File: src/rtl/frl_pkg.sv
// ----------------------------------------------------------------------------
// frl_pkg: shared types and constants for the file range to LBA mapper
// Result word layout, status and kind codes, register indexes and fixed widths.
// ----------------------------------------------------------------------------
package frl_pkg;

  // Fixed result field widths.
  localparam int unsigned SECTOR_W = 39;
  localparam int unsigned COUNT_W  = 32;
  localparam int unsigned STATUS_W = 2;

  // Width of the covered byte accumulator.
  localparam int unsigned COVER_W = 49;

  // Configuration register indexes.
  localparam int unsigned CFG_IDX_W = 1;
  localparam logic [CFG_IDX_W-1:0] CFG_RANGE_OFFSET = 1'b0;
  localparam logic [CFG_IDX_W-1:0] CFG_RANGE_LENGTH = 1'b1;

  // Output queue depth in words; a step can push two words at once.
  localparam int unsigned OQ_DEPTH = 4;

  typedef enum logic {
    KIND_EXTENT = 1'b0,
    KIND_STATUS = 1'b1
  } kind_e;

  typedef enum logic [STATUS_W-1:0] {
    STAT_OK        = 2'd0,
    STAT_BAD_COUNT = 2'd1,
    STAT_HOLE      = 2'd2
  } status_e;

  // Control bits that travel down the pipeline with each slot.
  typedef struct packed {
    logic valid;
    logic hit;
    logic last;
  } ctl_t;

  // One result word.
  typedef struct packed {
    kind_e                kind;
    logic [SECTOR_W-1:0]  start_sector;
    logic [COUNT_W-1:0]   sector_count;
    status_e              status;
    logic                 last;
  } word_t;

endpackage

File: src/rtl/frl_clip.sv
// ----------------------------------------------------------------------------
// frl_clip: input register and range clipping
// Registers the incoming extent, then intersects it with the configured range
// and registers the start and end offsets of the overlap within the extent.
// ----------------------------------------------------------------------------
module frl_clip #(
  parameter int unsigned ADDR_BITS = 48
) (
  input  logic                 clk_i,
  input  logic                 rst_ni,
  input  logic                 adv_i,
  input  logic                 in_valid_i,
  input  logic [ADDR_BITS-1:0] ext_logical_i,
  input  logic [ADDR_BITS-1:0] ext_physical_i,
  input  logic [ADDR_BITS-1:0] ext_length_i,
  input  logic                 ext_last_i,
  input  logic [ADDR_BITS-1:0] range_offset_i,
  input  logic [ADDR_BITS-1:0] range_length_i,
  output frl_pkg::ctl_t        ctl_o,
  output logic [ADDR_BITS-1:0] physical_o,
  output logic [ADDR_BITS-1:0] delta_s_o,
  output logic [ADDR_BITS-1:0] delta_e_o
);
  import frl_pkg::*;

  localparam int unsigned AW = ADDR_BITS;
  localparam int unsigned PW = ADDR_BITS + 1;

  logic          in_vld_q;
  logic          in_last_q;
  logic [AW-1:0] log_q;
  logic [AW-1:0] phys_q;
  logic [AW-1:0] len_q;

  logic [PW-1:0] r_end;
  logic [PW-1:0] e_end;
  logic [PW-1:0] ov_start;
  logic [PW-1:0] ov_end;
  logic          hit;

  ctl_t          ctl_q;
  logic [AW-1:0] phys_s1_q;
  logic [AW-1:0] dlt_s_q;
  logic [AW-1:0] dlt_e_q;

  always_ff @(posedge clk_i or negedge rst_ni) begin
    if (!rst_ni) begin
      in_vld_q <= 1'b0;
    end else if (adv_i) begin
      in_vld_q <= in_valid_i;
    end
  end

  always_ff @(posedge clk_i) begin
    if (adv_i && in_valid_i) begin
      log_q     <= ext_logical_i;
      phys_q    <= ext_physical_i;
      len_q     <= ext_length_i;
      in_last_q <= ext_last_i;
    end
  end

  // Both ends are one bit wider so the sums never wrap.
  assign r_end = PW'(range_offset_i) + PW'(range_length_i);
  assign e_end = PW'(log_q) + PW'(len_q);

  assign hit = (range_length_i != '0) && (len_q != '0) &&
               (e_end > PW'(range_offset_i)) && (PW'(log_q) < r_end);

  assign ov_start = (log_q > range_offset_i) ? PW'(log_q) : PW'(range_offset_i);
  assign ov_end   = (e_end < r_end) ? e_end : r_end;

  always_ff @(posedge clk_i or negedge rst_ni) begin
    if (!rst_ni) begin
      ctl_q <= '0;
    end else if (adv_i) begin
      ctl_q <= '{valid: in_vld_q, hit: hit, last: in_last_q};
    end
  end

  // On overlap, start offset < extent length and end offset <= extent length.
  always_ff @(posedge clk_i) begin
    if (adv_i) begin
      phys_s1_q <= phys_q;
      dlt_s_q   <= AW'(ov_start - PW'(log_q));
      dlt_e_q   <= AW'(ov_end - PW'(log_q));
    end
  end

  assign ctl_o      = ctl_q;
  assign physical_o = phys_s1_q;
  assign delta_s_o  = dlt_s_q;
  assign delta_e_o  = dlt_e_q;

endmodule

File: src/rtl/frl_xlate.sv
// ----------------------------------------------------------------------------
// frl_xlate: physical translation and sector arithmetic
// Forms the physical start and end of the overlap, then the start sector and
// the rounded-up sector count, flagging counts that do not fit in 32 bits.
// ----------------------------------------------------------------------------
module frl_xlate #(
  parameter int unsigned SECTOR_BYTES = 512,
  parameter int unsigned ADDR_BITS    = 48
) (
  input  logic                           clk_i,
  input  logic                           rst_ni,
  input  logic                           adv_i,
  input  frl_pkg::ctl_t                  ctl_i,
  input  logic [ADDR_BITS-1:0]           physical_i,
  input  logic [ADDR_BITS-1:0]           delta_s_i,
  input  logic [ADDR_BITS-1:0]           delta_e_i,
  output frl_pkg::ctl_t                  ctl_o,
  output logic [frl_pkg::SECTOR_W-1:0]   start_sector_o,
  output logic [frl_pkg::COUNT_W-1:0]    sector_count_o,
  output logic                           count_bad_o,
  output logic [ADDR_BITS-1:0]           ov_len_o
);
  import frl_pkg::*;

  localparam int unsigned AW   = ADDR_BITS;
  localparam int unsigned PW   = ADDR_BITS + 1;
  localparam int unsigned SH   = $clog2(SECTOR_BYTES);
  localparam int unsigned CNTW = (PW - SH + 1 > COUNT_W + 1) ? PW - SH + 1 : COUNT_W + 1;

  ctl_t          ctl_a_q;
  logic [PW-1:0] phys_a_q;
  logic [PW-1:0] pend_a_q;
  logic [AW-1:0] len_a_q;

  logic [PW-1:0]   p_hi;
  logic [PW-1:0]   e_hi;
  logic            round_up;
  logic [CNTW-1:0] cnt;

  ctl_t                ctl_b_q;
  logic [SECTOR_W-1:0] start_q;
  logic [COUNT_W-1:0]  count_q;
  logic                bad_q;
  logic [AW-1:0]       len_b_q;

  always_ff @(posedge clk_i or negedge rst_ni) begin
    if (!rst_ni) begin
      ctl_a_q <= '0;
      ctl_b_q <= '0;
    end else if (adv_i) begin
      ctl_a_q <= ctl_i;
      ctl_b_q <= ctl_a_q;
    end
  end

  always_ff @(posedge clk_i) begin
    if (adv_i) begin
      phys_a_q <= PW'(physical_i) + PW'(delta_s_i);
      pend_a_q <= PW'(physical_i) + PW'(delta_e_i);
      len_a_q  <= delta_e_i - delta_s_i;
    end
  end

  // Sector size is a power of two, so sector numbers are plain shifts.
  assign p_hi     = phys_a_q >> SH;
  assign e_hi     = pend_a_q >> SH;
  assign round_up = |pend_a_q[SH-1:0];
  assign cnt      = CNTW'(e_hi) - CNTW'(p_hi) + CNTW'(round_up);

  always_ff @(posedge clk_i) begin
    if (adv_i) begin
      start_q <= SECTOR_W'(p_hi);
      count_q <= cnt[COUNT_W-1:0];
      bad_q   <= |cnt[CNTW-1:COUNT_W];
      len_b_q <= len_a_q;
    end
  end

  assign ctl_o          = ctl_b_q;
  assign start_sector_o = start_q;
  assign sector_count_o = count_q;
  assign count_bad_o    = bad_q;
  assign ov_len_o       = len_b_q;

endmodule

File: src/rtl/frl_track.sv
// ----------------------------------------------------------------------------
// frl_track: list state and result formation
// Keeps the covered byte total and the failure flag of the current list and
// forms the extent word of each hit slot and the status word of the last slot.
// ----------------------------------------------------------------------------
module frl_track #(
  parameter int unsigned ADDR_BITS = 48
) (
  input  logic                         clk_i,
  input  logic                         rst_ni,
  input  logic                         adv_i,
  input  frl_pkg::ctl_t                ctl_i,
  input  logic [frl_pkg::SECTOR_W-1:0] start_sector_i,
  input  logic [frl_pkg::COUNT_W-1:0]  sector_count_i,
  input  logic                         count_bad_i,
  input  logic [ADDR_BITS-1:0]         ov_len_i,
  input  logic [ADDR_BITS-1:0]         range_length_i,
  output logic                         push_a_o,
  output frl_pkg::word_t               word_a_o,
  output logic                         push_b_o,
  output frl_pkg::word_t               word_b_o
);
  import frl_pkg::*;

  localparam int unsigned CMPW = (ADDR_BITS > COVER_W) ? ADDR_BITS : COVER_W;
  localparam int unsigned SUMW = CMPW + 1;

  logic [COVER_W-1:0] covered_q;
  logic [COVER_W-1:0] covered_d;
  logic               failed_q;
  logic               failed_d;

  logic               act;
  logic               live;
  logic               emit;
  logic               fail_now;
  logic [SUMW-1:0]    sum;
  logic               sat;
  logic [COVER_W-1:0] cov_new;
  logic               hole;
  status_e            stat;

  assign act      = adv_i && ctl_i.valid;
  assign live     = ctl_i.hit && !failed_q;
  assign emit     = act && live && !count_bad_i;
  assign fail_now = failed_q || (live && count_bad_i);

  // Covered bytes saturate at the top of the accumulator.
  assign sum     = SUMW'(covered_q) + SUMW'(ov_len_i);
  assign sat     = |sum[SUMW-1:COVER_W];
  assign cov_new = !emit ? covered_q : (sat ? '1 : sum[COVER_W-1:0]);
  assign hole    = CMPW'(cov_new) < CMPW'(range_length_i);

  always_comb begin
    if (range_length_i == '0) begin
      stat = STAT_OK;
    end else if (fail_now) begin
      stat = STAT_BAD_COUNT;
    end else if (hole) begin
      stat = STAT_HOLE;
    end else begin
      stat = STAT_OK;
    end
  end

  always_comb begin
    covered_d = covered_q;
    failed_d  = failed_q;
    if (act) begin
      if (ctl_i.last) begin
        covered_d = '0;
        failed_d  = 1'b0;
      end else begin
        covered_d = cov_new;
        failed_d  = fail_now;
      end
    end
  end

  always_ff @(posedge clk_i or negedge rst_ni) begin
    if (!rst_ni) begin
      covered_q <= '0;
      failed_q  <= 1'b0;
    end else begin
      covered_q <= covered_d;
      failed_q  <= failed_d;
    end
  end

  assign push_a_o = emit;
  assign word_a_o = '{kind: KIND_EXTENT, start_sector: start_sector_i,
                      sector_count: sector_count_i, status: STAT_OK, last: 1'b0};

  assign push_b_o = act && ctl_i.last;
  assign word_b_o = '{kind: KIND_STATUS, start_sector: '0, sector_count: '0,
                      status: stat, last: 1'b1};

endmodule

File: src/rtl/frl_outq.sv
// ----------------------------------------------------------------------------
// frl_outq: result word queue
// Small register queue that takes up to two words per cycle and hands one word
// per cycle to the output when not stalled, and says when the pipeline moves.
// ----------------------------------------------------------------------------
module frl_outq (
  input  logic           clk_i,
  input  logic           rst_ni,
  input  logic           push_a_i,
  input  frl_pkg::word_t word_a_i,
  input  logic           push_b_i,
  input  frl_pkg::word_t word_b_i,
  output logic           room2_o,
  output logic           out_valid_o,
  input  logic           out_stall_i,
  output frl_pkg::word_t out_word_o
);
  import frl_pkg::*;

  localparam int unsigned PTR_W = $clog2(OQ_DEPTH);
  localparam int unsigned CNT_W = PTR_W + 1;

  word_t             mem_q [OQ_DEPTH];
  logic [PTR_W-1:0]  wr_ptr_q;
  logic [PTR_W-1:0]  rd_ptr_q;
  logic [CNT_W-1:0]  cnt_q;
  logic [PTR_W-1:0]  wr_b;
  logic              pop;

  assign pop  = out_valid_o && !out_stall_i;
  assign wr_b = wr_ptr_q + PTR_W'(push_a_i);

  always_ff @(posedge clk_i) begin
    if (push_a_i) begin
      mem_q[wr_ptr_q] <= word_a_i;
    end
    if (push_b_i) begin
      mem_q[wr_b] <= word_b_i;
    end
  end

  always_ff @(posedge clk_i or negedge rst_ni) begin
    if (!rst_ni) begin
      wr_ptr_q <= '0;
      rd_ptr_q <= '0;
      cnt_q    <= '0;
    end else begin
      wr_ptr_q <= wr_ptr_q + PTR_W'(push_a_i) + PTR_W'(push_b_i);
      rd_ptr_q <= rd_ptr_q + PTR_W'(pop);
      cnt_q    <= cnt_q + CNT_W'(push_a_i) + CNT_W'(push_b_i) - CNT_W'(pop);
    end
  end

  assign room2_o     = cnt_q <= CNT_W'(OQ_DEPTH - 2);
  assign out_valid_o = cnt_q != '0;
  assign out_word_o  = mem_q[rd_ptr_q];

endmodule

File: src/rtl/file_range_to_lba_extents.sv
// ----------------------------------------------------------------------------
// file_range_to_lba_extents: file byte range to device sector extents
// Clips streamed file extents to a configured range and emits start sector and
// sector count words, followed by a final status word on the last extent.
// ----------------------------------------------------------------------------
// Usage. Write range_offset (index 0) and range_length (index 1) through the
// configuration port while the block is idle. Then stream extents on the input
// channel (valid/stall); the extent flagged ext_last closes the list. Each
// overlapping extent yields one sector extent word unless its count, or one
// earlier in the list, was invalid; the last also yields a status word (ok,
// count invalid, or hole); then the covered byte total and failure flag clear.
//
// Throughput is one extent per cycle unless the pipeline stalls. The input
// register, clipping, translation and sector stages form a pipeline that
// moves as one unit; each result word is formed after the sector stage and
// passes through the output queue to the output channel. A last extent that
// yields an extent word produces two words, which the output takes one at a
// time. The rate is set by the output queue: the pipeline moves only while
// the queue has room for two words, so when the receiver stalls, the queue
// fills and the input stall rises, and words are held in order until taken.
// Reset clears the range registers, the list state, pipeline and queue.
// SECTOR_BYTES must be a power of two.
// ----------------------------------------------------------------------------
module file_range_to_lba_extents #(
  parameter int unsigned SECTOR_BYTES = 512,
  parameter int unsigned ADDR_BITS    = 48
) (
  input  logic                           clk_i,
  input  logic                           rst_ni,

  // Configuration write port.
  input  logic                           cfg_we_i,
  input  logic [frl_pkg::CFG_IDX_W-1:0]  cfg_idx_i,
  input  logic [ADDR_BITS-1:0]           cfg_wdata_i,

  // Extent input channel.
  input  logic                           in_valid_i,
  output logic                           in_stall_o,
  input  logic [ADDR_BITS-1:0]           ext_logical_i,
  input  logic [ADDR_BITS-1:0]           ext_physical_i,
  input  logic [ADDR_BITS-1:0]           ext_length_i,
  input  logic                           ext_last_i,

  // Result output channel.
  output logic                           out_valid_o,
  input  logic                           out_stall_i,
  output logic                           result_kind_o,
  output logic [frl_pkg::SECTOR_W-1:0]   start_sector_o,
  output logic [frl_pkg::COUNT_W-1:0]    sector_count_o,
  output logic [frl_pkg::STATUS_W-1:0]   status_o,
  output logic                           last_o
);
  import frl_pkg::*;

  logic [ADDR_BITS-1:0] range_offset_q;
  logic [ADDR_BITS-1:0] range_length_q;

  logic                 adv;

  ctl_t                 clip_ctl;
  logic [ADDR_BITS-1:0] clip_phys;
  logic [ADDR_BITS-1:0] clip_dlt_s;
  logic [ADDR_BITS-1:0] clip_dlt_e;

  ctl_t                 xl_ctl;
  logic [SECTOR_W-1:0]  xl_start;
  logic [COUNT_W-1:0]   xl_count;
  logic                 xl_bad;
  logic [ADDR_BITS-1:0] xl_len;

  logic                 push_a;
  logic                 push_b;
  word_t                word_a;
  word_t                word_b;
  word_t                out_word;

  // Range registers. The user must make writes only while no list is in
  // flight, so every stage sees stable values; the block does not enforce it.
  always_ff @(posedge clk_i or negedge rst_ni) begin
    if (!rst_ni) begin
      range_offset_q <= '0;
      range_length_q <= '0;
    end else if (cfg_we_i) begin
      unique case (cfg_idx_i)
        CFG_RANGE_OFFSET: range_offset_q <= cfg_wdata_i;
        CFG_RANGE_LENGTH: range_length_q <= cfg_wdata_i;
      endcase
    end
  end

  // The whole pipeline advances together whenever the queue can absorb the
  // two words the final stage may produce.
  assign in_stall_o = !adv;

  frl_clip #(
    .ADDR_BITS(ADDR_BITS)
  ) u_clip (
    .clk_i         (clk_i),
    .rst_ni        (rst_ni),
    .adv_i         (adv),
    .in_valid_i    (in_valid_i),
    .ext_logical_i (ext_logical_i),
    .ext_physical_i(ext_physical_i),
    .ext_length_i  (ext_length_i),
    .ext_last_i    (ext_last_i),
    .range_offset_i(range_offset_q),
    .range_length_i(range_length_q),
    .ctl_o         (clip_ctl),
    .physical_o    (clip_phys),
    .delta_s_o     (clip_dlt_s),
    .delta_e_o     (clip_dlt_e)
  );

  frl_xlate #(
    .SECTOR_BYTES(SECTOR_BYTES),
    .ADDR_BITS   (ADDR_BITS)
  ) u_xlate (
    .clk_i         (clk_i),
    .rst_ni        (rst_ni),
    .adv_i         (adv),
    .ctl_i         (clip_ctl),
    .physical_i    (clip_phys),
    .delta_s_i     (clip_dlt_s),
    .delta_e_i     (clip_dlt_e),
    .ctl_o         (xl_ctl),
    .start_sector_o(xl_start),
    .sector_count_o(xl_count),
    .count_bad_o   (xl_bad),
    .ov_len_o      (xl_len)
  );

  frl_track #(
    .ADDR_BITS(ADDR_BITS)
  ) u_track (
    .clk_i         (clk_i),
    .rst_ni        (rst_ni),
    .adv_i         (adv),
    .ctl_i         (xl_ctl),
    .start_sector_i(xl_start),
    .sector_count_i(xl_count),
    .count_bad_i   (xl_bad),
    .ov_len_i      (xl_len),
    .range_length_i(range_length_q),
    .push_a_o      (push_a),
    .word_a_o      (word_a),
    .push_b_o      (push_b),
    .word_b_o      (word_b)
  );

  frl_outq u_outq (
    .clk_i      (clk_i),
    .rst_ni     (rst_ni),
    .push_a_i   (push_a),
    .word_a_i   (word_a),
    .push_b_i   (push_b),
    .word_b_i   (word_b),
    .room2_o    (adv),
    .out_valid_o(out_valid_o),
    .out_stall_i(out_stall_i),
    .out_word_o (out_word)
  );

  assign result_kind_o  = out_word.kind;
  assign start_sector_o = out_word.start_sector;
  assign sector_count_o = out_word.sector_count;
  assign status_o       = out_word.status;
  assign last_o         = out_word.last;

endmodule
File: config.mk
export PLATFORM = sky130hd
export DESIGN_NAME = file_range_to_lba_extents
export DESIGN_NICKNAME = d
export VERILOG_FILES = /design/src/rtl/frl_pkg.sv /design/src/rtl/frl_clip.sv /design/src/rtl/frl_xlate.sv /design/src/rtl/frl_track.sv /design/src/rtl/frl_outq.sv /design/src/rtl/file_range_to_lba_extents.sv
export SDC_FILE = /design/constraint.sdc
export NUM_CORES = 2
export LEC_CHECK = 0
export ABC_AREA = 1
export BUFFER_PORTS_ARGS = -buffer_cell sky130_fd_sc_hd__buf_4
export CAP_MARGIN = 20
export CORE_MARGIN = 2
export CORE_UTILIZATION = 34
export CTS_CLUSTER_DIAMETER = 150
export DETAILED_ROUTE_END_ITERATION = 16
export PLACE_DENSITY = 0.53
export SLEW_MARGIN = 20
export SYNTH_ARGS = -nofsm -noshare
export SYNTH_HDL_FRONTEND = slang
export SYNTH_SLANG_ARGS = --single-unit
File: constraint.sdc
create_clock -name clk_i -period 38.8 [get_ports clk_i]
set_input_delay 7.76 -clock clk_i [delete_from_list [all_inputs] [get_ports clk_i]]
set_output_delay 7.76 -clock clk_i [all_outputs]
set_load 0.1 [all_outputs]
==> metrics.txt <==
crit path kind=reg -> out; routed wire length=233,000 µm; WP buf/inv=3; Critical Path RT=31,040 ps; RSZ-0062 raised after global routing=no; Worst-Skew Late Latency=800 ps; EDFF count, synth=554; top routing layer in use=met4; metal2 WL=111,700 µm; gr usage total=22.79%; share of cells above drive strength 1=7.362%; cell family with most CP delay=buffers and inverters; drt first-iter violations=4,117; Area contributors post-synth=edfxtp_1 (25%), ha_1 (13%), dfxtp_1 (8.7%), nor2_1 (7.0%), o21ai_0 (6.8%); Initial Util=34.20%; ys async rst share=16.22%; Synth area leader=edfxtp_1; Final min period=12,120 ps; area occupied by multi-input gates=35,810 µm²; setup violators final=0; depth of the CTS H-tree=3; Yosys top cell area share=24.97%; # clock sinks=1,005; outcome=finished clean; total gr overflow=0; post-CTS sizing=0; critical path fanouts, max=86; pre-CTS setup slack=27,600 ps; register area share after synthesis=39.75%; TritonCTS Buffers=118; library cells used by synthesis=68; Area Overhead vs Synth=13.26%; PortBufs=275; Synthesized Nets=9,116; synthesized area per cell=8.116 µm²; clock-pin slew on the worst setup and hold paths=60 ps; gpl congestion=0.9484; Mapped Cells=8,208; Sequential cell area=26,490 µm²; DP HPWL=183,800 µm; Synth Register Bits=1,005; netlist area before placement=66,610 µm²; fin crit share=31.24%; CP peak stage delay=1020 ps; fin nets=9,352; CTS tree=done; number of global-route vias before repair=58,457; postcts setup bufs=0; Slowest cell on crit path=dfrtp_4; met1 WL=100,800 µm; HP Class=reg -> reg; CTS max path bufs=3; Core ar.=194,800 µm²; Final Skew=51.00 ps; most used cell, CP=buf_4; critical path, cell by cell=clkinv_2, buf_4, o21ai_0, o22ai_1, buf_4; Pins Over Slew Limit=0; max-cap violations=0; initial antenna violation count=10; Filler cells=19,989; Hold Buf Count CTS=0; wire per inst=20.85 µm; pin count of the biggest net entering global routing=100; Slew @ Worst Pin=1133 ps; Worst EP arrival=4360 ps; DR pass1 iterations=7; Post-DRT Antenna Nets=0; setup TNS=0 ps; Max-slew headroom=23.98%; crit end category=output port; io pins=276; Die H=446.6 µm; ys flop type=edfxtp_1; vias per cell=5.188; fmax=82.50 MHz; first-pass GRT wire length=346,500 µm; final hold vios=0; utilization of the core after routing=38.73%; via count=57,956; WL met3=9242 µm; Die ar.=199,500 µm²; Die Width=446.6 µm; setup ws final=26,680 ps; DRC=0; row count=162; CP Launch Type=flop; top-count cell post-synth=nor2_1; Root Buffer Master=clkbuf_16; Yosys warning total=0; Post-synth top cells=nor2_1 (1,241), nand2_1 (1,178), inv_1 (931), o21ai_0 (901), ha_1 (699)
==> worst paths after layout <==
kind / start / to / slack [ps] / cells past startpoint
min reg2reg: u_xlate.len_a_q[29] / u_xlate.ov_len_o[29] / 380 / 0
min in group asynchronous: rst_ni / u_outq.wr_ptr_q[1] / 6910 / 1
max reg2reg: range_length_q[0] / u_clip.delta_e_o[42] / 29530 / 48
max: u_outq.rd_ptr_q[0] / start_sector_o[3] / 26680 / 5
min: u_xlate.len_a_q[29] / u_xlate.ov_len_o[29] / 380 / 0
max in group asynchronous: rst_ni / range_offset_q[31] / 30530 / 2
==> layer usage <==
metal,track usage (%),up-vias
met4,9.906,0
met2,39.59,1498
met3,2.302,371
met1,28.59,27406
li1,-,28681
met5,0,-
==> cells in the final DEF (no fill, tap or decap), types with 19 or more instances in the layout <==
cell          n
nor2_1     1239
nand2_1    1175
inv_1       925
o21ai_0     901
ha_1        699
a21oi_1     660
edfxtp_1    554
buf_4       311
dfxtp_1     288
xor2_1      215
xnor2_1     175
dfrtp_1     161
nand3_1     160
clkbuf_16   120
a31oi_1     113
o22ai_1      88
nand4_1      79
nor3_1       55
nor4_1       50
o21ai_2      48
a21o_1       46
nand2_2      46
o21a_1       45
o21bai_1     33
o211ai_1     30
clkbuf_1     26
clkinv_2     21
o21ai_1      19
a211oi_1     19
==> logic make-up after synthesis <==
family,Yosys count,synth area share (%)
DFF,1005,39.75
adders and majority gates,709,13.43
AOI/OAI and AO/OA,2111,17.71
buffers and inverters,1135,6.559
xor gates and xnor gates,390,5.128
and+or+nand+nor,2858,17.42
==> metrics by stage <==
stage / area [µm²] / hold WS (ps) / cells
3_5_place_dp: 71470 / 404.5 / 10948
4_1_cts: 75440 / 376.9 / 11168
3_3_place_gp: 71470 / 402.8 / 10948
2_1_floorplan: 66610 / 400.3 / 8208
6_report: 75450 / 382.7 / 11171
5_1_grt: 75440 / 385.5 / 11170
==> layout make-up <==
class                      instances  share of cell area, %
antenna                            3               0.009950
clock buffer                     154                  4.255
clock inverter                    66                  1.003
inverter                         939                  4.708
multi-input combinational       6068                  47.46
sequential                      1005                  35.10
tap                             2624                  4.352
timing repair buffer             312                  3.109
==> flip-flops by register name, summed over array words and instances (netlist names), 3 cells and up <==
| name | count |
|---|---|
| u_outq.cnt_q | 3 |
| u_clip.physical_o | 48 |
| u_clip.len_q | 48 |
| u_xlate.ctl_a_q | 3 |
| u_clip.delta_e_o | 48 |
| u_track.covered_q | 49 |
| u_xlate.start_sector_o | 39 |
| u_clip.phys_q | 48 |
| u_xlate.ctl_o | 3 |
| u_clip.log_q | 48 |
| range_length_q | 48 |
| u_xlate.len_a_q | 48 |
| range_offset_q | 48 |
| u_clip.ctl_o | 3 |
| u_xlate.sector_count_o | 32 |
| u_xlate.phys_a_q | 40 |
| u_xlate.ov_len_o | 48 |
| u_outq.mem_q | 296 |
| u_xlate.pend_a_q | 49 |
| u_clip.delta_s_o | 48 |
Power is not shown: default switching activity piles up to over one toggle a cycle in this logic, so the estimate is an artifact.
